<file path="src/hw/rtl/tmel_pkg.sv">
// ----------------------------------------------------------------------------
// Tone melody player package
// Command codes, piano key frequency table and fixed widths shared by the
// tone melody player modules.
// ----------------------------------------------------------------------------
package tmel_pkg;

    // Command codes of an input transaction.
    localparam logic [2:0] CMD_TICK  = 3'd0;
    localparam logic [2:0] CMD_BEEP  = 3'd1;
    localparam logic [2:0] CMD_PLAY  = 3'd2;
    localparam logic [2:0] CMD_WRITE = 3'd3;
    localparam logic [2:0] CMD_OFF   = 3'd4;

    // Configuration register indexes.
    localparam logic CFG_REPEAT_KEY = 1'b0;
    localparam logic CFG_END_KEY    = 1'b1;

    localparam int ENTRY_W = 24;
    localparam int FREQ_W  = 16;

    localparam logic [7:0] KEY_COUNT   = 8'd89;
    localparam logic [7:0] COMPARE_MAX = 8'd255;

    typedef logic [FREQ_W-1:0] t_freq;

    // Note frequency in hertz of each piano key; key 0 is a pause.
    localparam t_freq KEY_FREQ [0:88] = '{
        16'd0,    16'd27,   16'd29,   16'd31,   16'd33,   16'd35,   16'd37,
        16'd39,   16'd41,   16'd44,   16'd46,   16'd49,   16'd52,   16'd55,
        16'd58,   16'd62,   16'd65,   16'd69,   16'd73,   16'd78,   16'd82,
        16'd87,   16'd92,   16'd98,   16'd104,  16'd110,  16'd117,  16'd123,
        16'd131,  16'd139,  16'd147,  16'd156,  16'd165,  16'd175,  16'd185,
        16'd196,  16'd208,  16'd220,  16'd233,  16'd247,  16'd262,  16'd277,
        16'd294,  16'd311,  16'd330,  16'd349,  16'd370,  16'd392,  16'd415,
        16'd440,  16'd466,  16'd494,  16'd523,  16'd554,  16'd587,  16'd622,
        16'd659,  16'd698,  16'd740,  16'd784,  16'd831,  16'd880,  16'd932,
        16'd988,  16'd1047, 16'd1109, 16'd1175, 16'd1245, 16'd1319, 16'd1397,
        16'd1480, 16'd1568, 16'd1661, 16'd1760, 16'd1865, 16'd1976, 16'd2093,
        16'd2217, 16'd2349, 16'd2489, 16'd2637, 16'd2794, 16'd2960, 16'd3136,
        16'd3322, 16'd3520, 16'd3729, 16'd3951, 16'd4186
    };

endpackage

</file>
<file path="src/hw/rtl/tmel_div.sv">
// ----------------------------------------------------------------------------
// Serial divider
// Restoring divider that produces one quotient bit per cycle.
// ----------------------------------------------------------------------------
module tmel_div #(
    parameter int DW = 17
) (
    input  logic                       i_clk,
    input  logic                       i_rst_n,
    input  logic                       i_start,
    input  logic [DW-1:0]              i_dividend,
    input  logic [tmel_pkg::FREQ_W-1:0] i_divisor,
    output logic                       o_done,
    output logic [DW-1:0]              o_quotient
);

    localparam int CW = $clog2(DW + 1);

    logic                        r_active;
    logic [CW-1:0]               r_cnt;
    logic [DW-1:0]               r_dvd;
    logic [tmel_pkg::FREQ_W-1:0] r_rem;
    logic [tmel_pkg::FREQ_W-1:0] r_dvs;
    logic [tmel_pkg::FREQ_W:0]   rem_shift;
    logic [tmel_pkg::FREQ_W:0]   rem_diff;
    logic                        fits;

    assign rem_shift = {r_rem, r_dvd[DW-1]};
    assign rem_diff  = rem_shift - {1'b0, r_dvs};
    assign fits      = (rem_shift >= {1'b0, r_dvs});

    always_ff @(posedge i_clk) begin
        if (!i_rst_n) begin
            r_active <= 1'b0;
            r_cnt    <= '0;
        end else if (i_start) begin
            r_active <= 1'b1;
            r_cnt    <= CW'(DW);
        end else if (r_active) begin
            if (r_cnt == '0) begin
                r_active <= 1'b0;
            end else begin
                r_cnt <= r_cnt - CW'(1);
            end
        end
    end

    always_ff @(posedge i_clk) begin
        if (i_start) begin
            r_dvd <= i_dividend;
            r_rem <= '0;
            r_dvs <= i_divisor;
        end else if (r_active && (r_cnt != '0)) begin
            r_dvd <= {r_dvd[DW-2:0], fits};
            r_rem <= fits ? rem_diff[tmel_pkg::FREQ_W-1:0]
                          : rem_shift[tmel_pkg::FREQ_W-1:0];
        end
    end

    assign o_done     = r_active && (r_cnt == '0);
    assign o_quotient = r_dvd;

endmodule

</file>
<file path="config.mk">
export PLATFORM = sky130hd
export DESIGN_NAME = tmel_div
export DESIGN_NICKNAME = d
export VERILOG_FILES = /design/src/hw/rtl/tmel_pkg.sv /design/src/hw/rtl/tmel_div.sv
export SDC_FILE = /design/constraint.sdc
export NUM_CORES = 1
export LEC_CHECK = 0
export BUFFER_PORTS_ARGS = -buffer_cell sky130_fd_sc_hd__buf_2
export CAP_MARGIN = 20
export CORE_MARGIN = 10
export CORE_UTILIZATION = 40
export CTS_CLUSTER_SIZE = 16
export DETAILED_ROUTE_END_ITERATION = 7
export PLACE_DENSITY_LB_ADDON = 0.15
export SYNTH_ARGS = -nofsm -noshare
export SYNTH_HDL_FRONTEND = slang
export SYNTH_SLANG_ARGS = --single-unit
</file>
<file path="constraint.sdc">
create_clock -name i_clk -period 2.9 [get_ports i_clk]
set_input_delay 0.58 -clock i_clk [delete_from_list [all_inputs] [get_ports i_clk]]
set_output_delay 0.58 -clock i_clk [all_outputs]
set_load 0.01 [all_outputs]
</file>
==> summary.txt <==
Clock network
  – Setup repair bufs after CTS: 0
  – Hold_buf cts: 0
  – Clock tree from TritonCTS: yes
  – TritonCTS Buffers: 5
  – Worst-skew pair later-pin latency: approximately 0.31 ns
  – CTS max path bufs: 2
  – Clock-pin transition on the worst setup and hold timing paths: roughly 0.11 ns
  – Clock root buffer: clkbuf_8
  – Post-cts resize count: 0
  – H-tree Lvls: 2
  – Sinks on Clock Net: 55

STA
  – Max Slew Vio Count: 0
  – Worst-margin pin slew: around 0.56 ns
  – Slew margin rel.: 0.624
  – Final cycle utilization of the critical path: 0.910
  – Hold Violations, Final: 0
  – WHS: ~0.43 ns
  – Setup violators final: 0
  – Setup Skew: 0.00498 ns
  – Achievable frequency: roughly 0.38 GHz
  – Final period demand of the worst path: around 2.6 ns
  – RSZ-0062 raised after global routing: no
  – Aggregate negative setup slack: 0 ns

Synth
  – Post-Syn Area: 0.00333 mm^2
  – Most common cell in the netlist: edfxtp_1
  – Cell taking the most area after synthesis: edfxtp_1
  – Post-synth EDFFs: 33
  – Synth Register Bits: 55
  – Largest family of logic cells by synthesized area: compound AO/OA/AOI/OAI gates
  – Post-synthesis mux area share: 0.0604
  – Primary FF master, synth: edfxtp_1
  – Post-Synth Adder-Cell Area: 0.0735
  – Post-Synthesis Cells: about 330
  – Synth cell count leaders: edfxtp_1 (33), nor2_1 (28), dfxtp_1 (22)
  – Top cell type's share of synthesized area: 0.297
  – Synth Area in XOR/XNOR: 0.0341
  – Compound-Gate Fraction of Synth Area: 0.195
  – Synth area leaders: edfxtp_1 (30%), dfxtp_1 (13%), ha_1 (6.8%)
  – Synth Warn #: 0
  – Synthesized Nets: between 300 and 400
  – Seq/Total Area, Yosys: 0.429
  – Avg Cell Area, Syn: 10.2 um^2
  – Synth cell types: 62
  – Post-synth ARST share: 0
  – Post-Synth Simple-Gate Area: 0.143

Hold path
  – HP Class: in -> reg
  – Hold Crit Endpoint: r_dvs[15]
  – Hold Crit Start: i_divisor[15]
  – Cells on Worst Hold Path: 1

Finish
  – Seq. cell area: approximately 0.0014 mm^2
  – Area occupied by multi-input gates: roughly 0.0017 mm^2
  – Fraction of layout cells with a size suffix above 1: 0.274
  – Fillcell total: about 770
  – Nets: between 400 and 500
  – Fin cells: ~490
  – Ant. Diodes: 0
  – Layout area overhead: 13.8%

Placed design
  – HPWL after DPL: 6.12 mm
  – Routability cong.: around 0.9
  – # placed instances: between 400 and 500
  – PortBufs: 53

Drt
  – DR pass1 iterations: 5
  – Antenna Nets Post-Route: 0
  – Drt total wl: 8.16 mm
  – Vias: roughly 2700
  – Number of DRC markers in iteration 0: 152
  – Drt drc: 0
  – Vias per cell: about 5.6
  – DR WL/cell: 16.8 um

Critical path
  – WP data arrival: ~2.7 ns
  – Reg2Reg Depth: 8
  – Crit. End Element: flop
  – Worst reg2reg setup slack: around 0.26 ns
  – Setup CP Type: reg -> reg
  – Reg-to-Reg Start: r_dvs[6]
  – Startpoint type of the worst setup path: flop
  – Worst R2R End: o_quotient[0]
  – Worst-path maximum fanout: 12
  – Worst EP required: approximately 3.0 ns

GRT
  – Initial antenna violation count: 0
  – GRT Util Overall: 0.130
  – Total gr overflow: 0
  – First-pass GRT wire length: 13.6 mm
  – Vias in the first global route: between 2000 and 3000
  – Largest net degree at the start of global routing: 28

Pwr
  – Logic pwr share: 0.292
  – NetSw: roughly 0.65 mW
  – Pint: between 1 and 1.5 mW
  – Peak VDD IR: between 0.0002 and 0.0003 V
  – Clock network fraction of design power: 0.227
  – Sw frac: 0.327
  – Cell Pwr Density: approximately 520 mW/mm^2
  – Seq pwr share: 0.481
  – Leakage power: between 1.5 and 2 nW

Floorplan
  – Core box area: slightly above 0.008 mm^2
  – Die Area: around 0.012 mm^2
  – Row Count: 33
  – Io pins: 54
  – Die Y: 111 um
  – Initial core utilization: 0.408
  – Die W: approximately 110 um

Flow run
  – # Max-Cap Violations: 0

Status
  – Outcome: finished clean
==> metal layers <==
metal | wire [um] | track usage | vias to the layer above
met5 | 0 | 0 | -
met4 | 155 | 0.0411 | 0
met3 | 482 | 0.0357 | 17
met2 | 3850 | 0.212 | 89
met1 | 3670 | 0.162 | 1258
li1 | - | - | 1330
==> layout by cell type (no fill, tap or decap), types with 2 or more instances in the layout <==
cell and n:
o21a_1 5, o41ai_1 2, buf_4 15, dfxtp_1 22, o21ai_0 10, o21ai_1 9
o311a_1 3, and2_1 3, nor2_1 28, xnor2_1 8, inv_1 20, o221ai_1 3
nor3b_1 3, clkbuf_8 5, a31oi_1 5, o211ai_1 4, ha_1 18, nand4b_1 2
a21o_1 3, buf_2 53, nand2b_1 8, nand3_1 15, nand3b_1 2, or3_1 4
a21oi_1 16, nor3_1 5, mux2_2 17, edfxtp_1 33, xor2_1 5, a211oi_1 2
nand4_1 4, nand2_1 9, a311oi_1 8
==> registers in the layout, summed over array words and instances, names as in the netlist <==
register,cells
r_active,1
o_quotient,17
r_rem,16
r_dvs,16
r_cnt,5
==> worst max path at each step <==
stage / startpoint / endpoint / depth (start not counted)
floorplan: o_quotient[16] / r_rem[0] / 9
global placement: r_dvs[6] / o_quotient[0] / 8
detailed placement: r_dvs[6] / o_quotient[0] / 8
CTS: r_dvs[6] / o_quotient[0] / 8
global route: r_dvs[6] / o_quotient[0] / 8
finish: r_dvs[6] / o_quotient[0] / 8
==> kinds of logic (layout without fill, tap and decap cells) <==
logic type	after synthesis	count (layout)
fa+ha+maj	19	19
mux	18	18
simple gates	91	91
flops	55	55
compound gates	88	88
xor+xnor	13	13
buf+inv	42	96
==> layout make-up <==
| class | instances | share of cell area |
|---|---|---|
| multi-input cells | 229 | 0.445 |
| flip-flops and latches | 55 | 0.377 |
| repair buffers | 68 | 0.0995 |
| well taps | 105 | 0.0346 |
| inverters | 20 | 0.0198 |
| clock buffers | 5 | 0.0181 |
| clock inverters | 3 | 0.00593 |
==> critical path, stage by stage (launching register included) <==
cell	delay, ns
edfxtp_1	0.34
inv_1	0.04
ha_1	0.39
a21oi_2	0.29
o21ai_1	0.13
nor2_1	0.29
a211o_2	0.36
nand2_1	0.24
mux2_2	0.31
==> metrics by stage <==
| stage | total power, mW | util | instance area [um^2] | setup WS (ns) |
|---|---|---|---|---|
| final | 1.98 | 0.464 | 3800 | 0.260 |
| after global routing | 2.11 | 0.464 | 3800 | 0.107 |
| after CTS | 2.00 | 0.464 | 3800 | 0.325 |
| after detailed placement | 1.54 | 0.453 | 3700 | 0.331 |
| after global placement | 1.54 | 0.453 | 3700 | 0.372 |
| after floorplan | 1.38 | - | 3330 | 0.704 |
==> power groups by stage <==
stage               Combinational [mW]  Clock (mW)  Sequential (mW)
floorplan                        0.409           0            0.972
CTS                              0.577       0.470            0.951
global route                     0.643       0.503            0.961
global placement                 0.571           0            0.966
detailed placement               0.574           0            0.968
finish                           0.576       0.449            0.951
(Power assumes the default switching activity.)
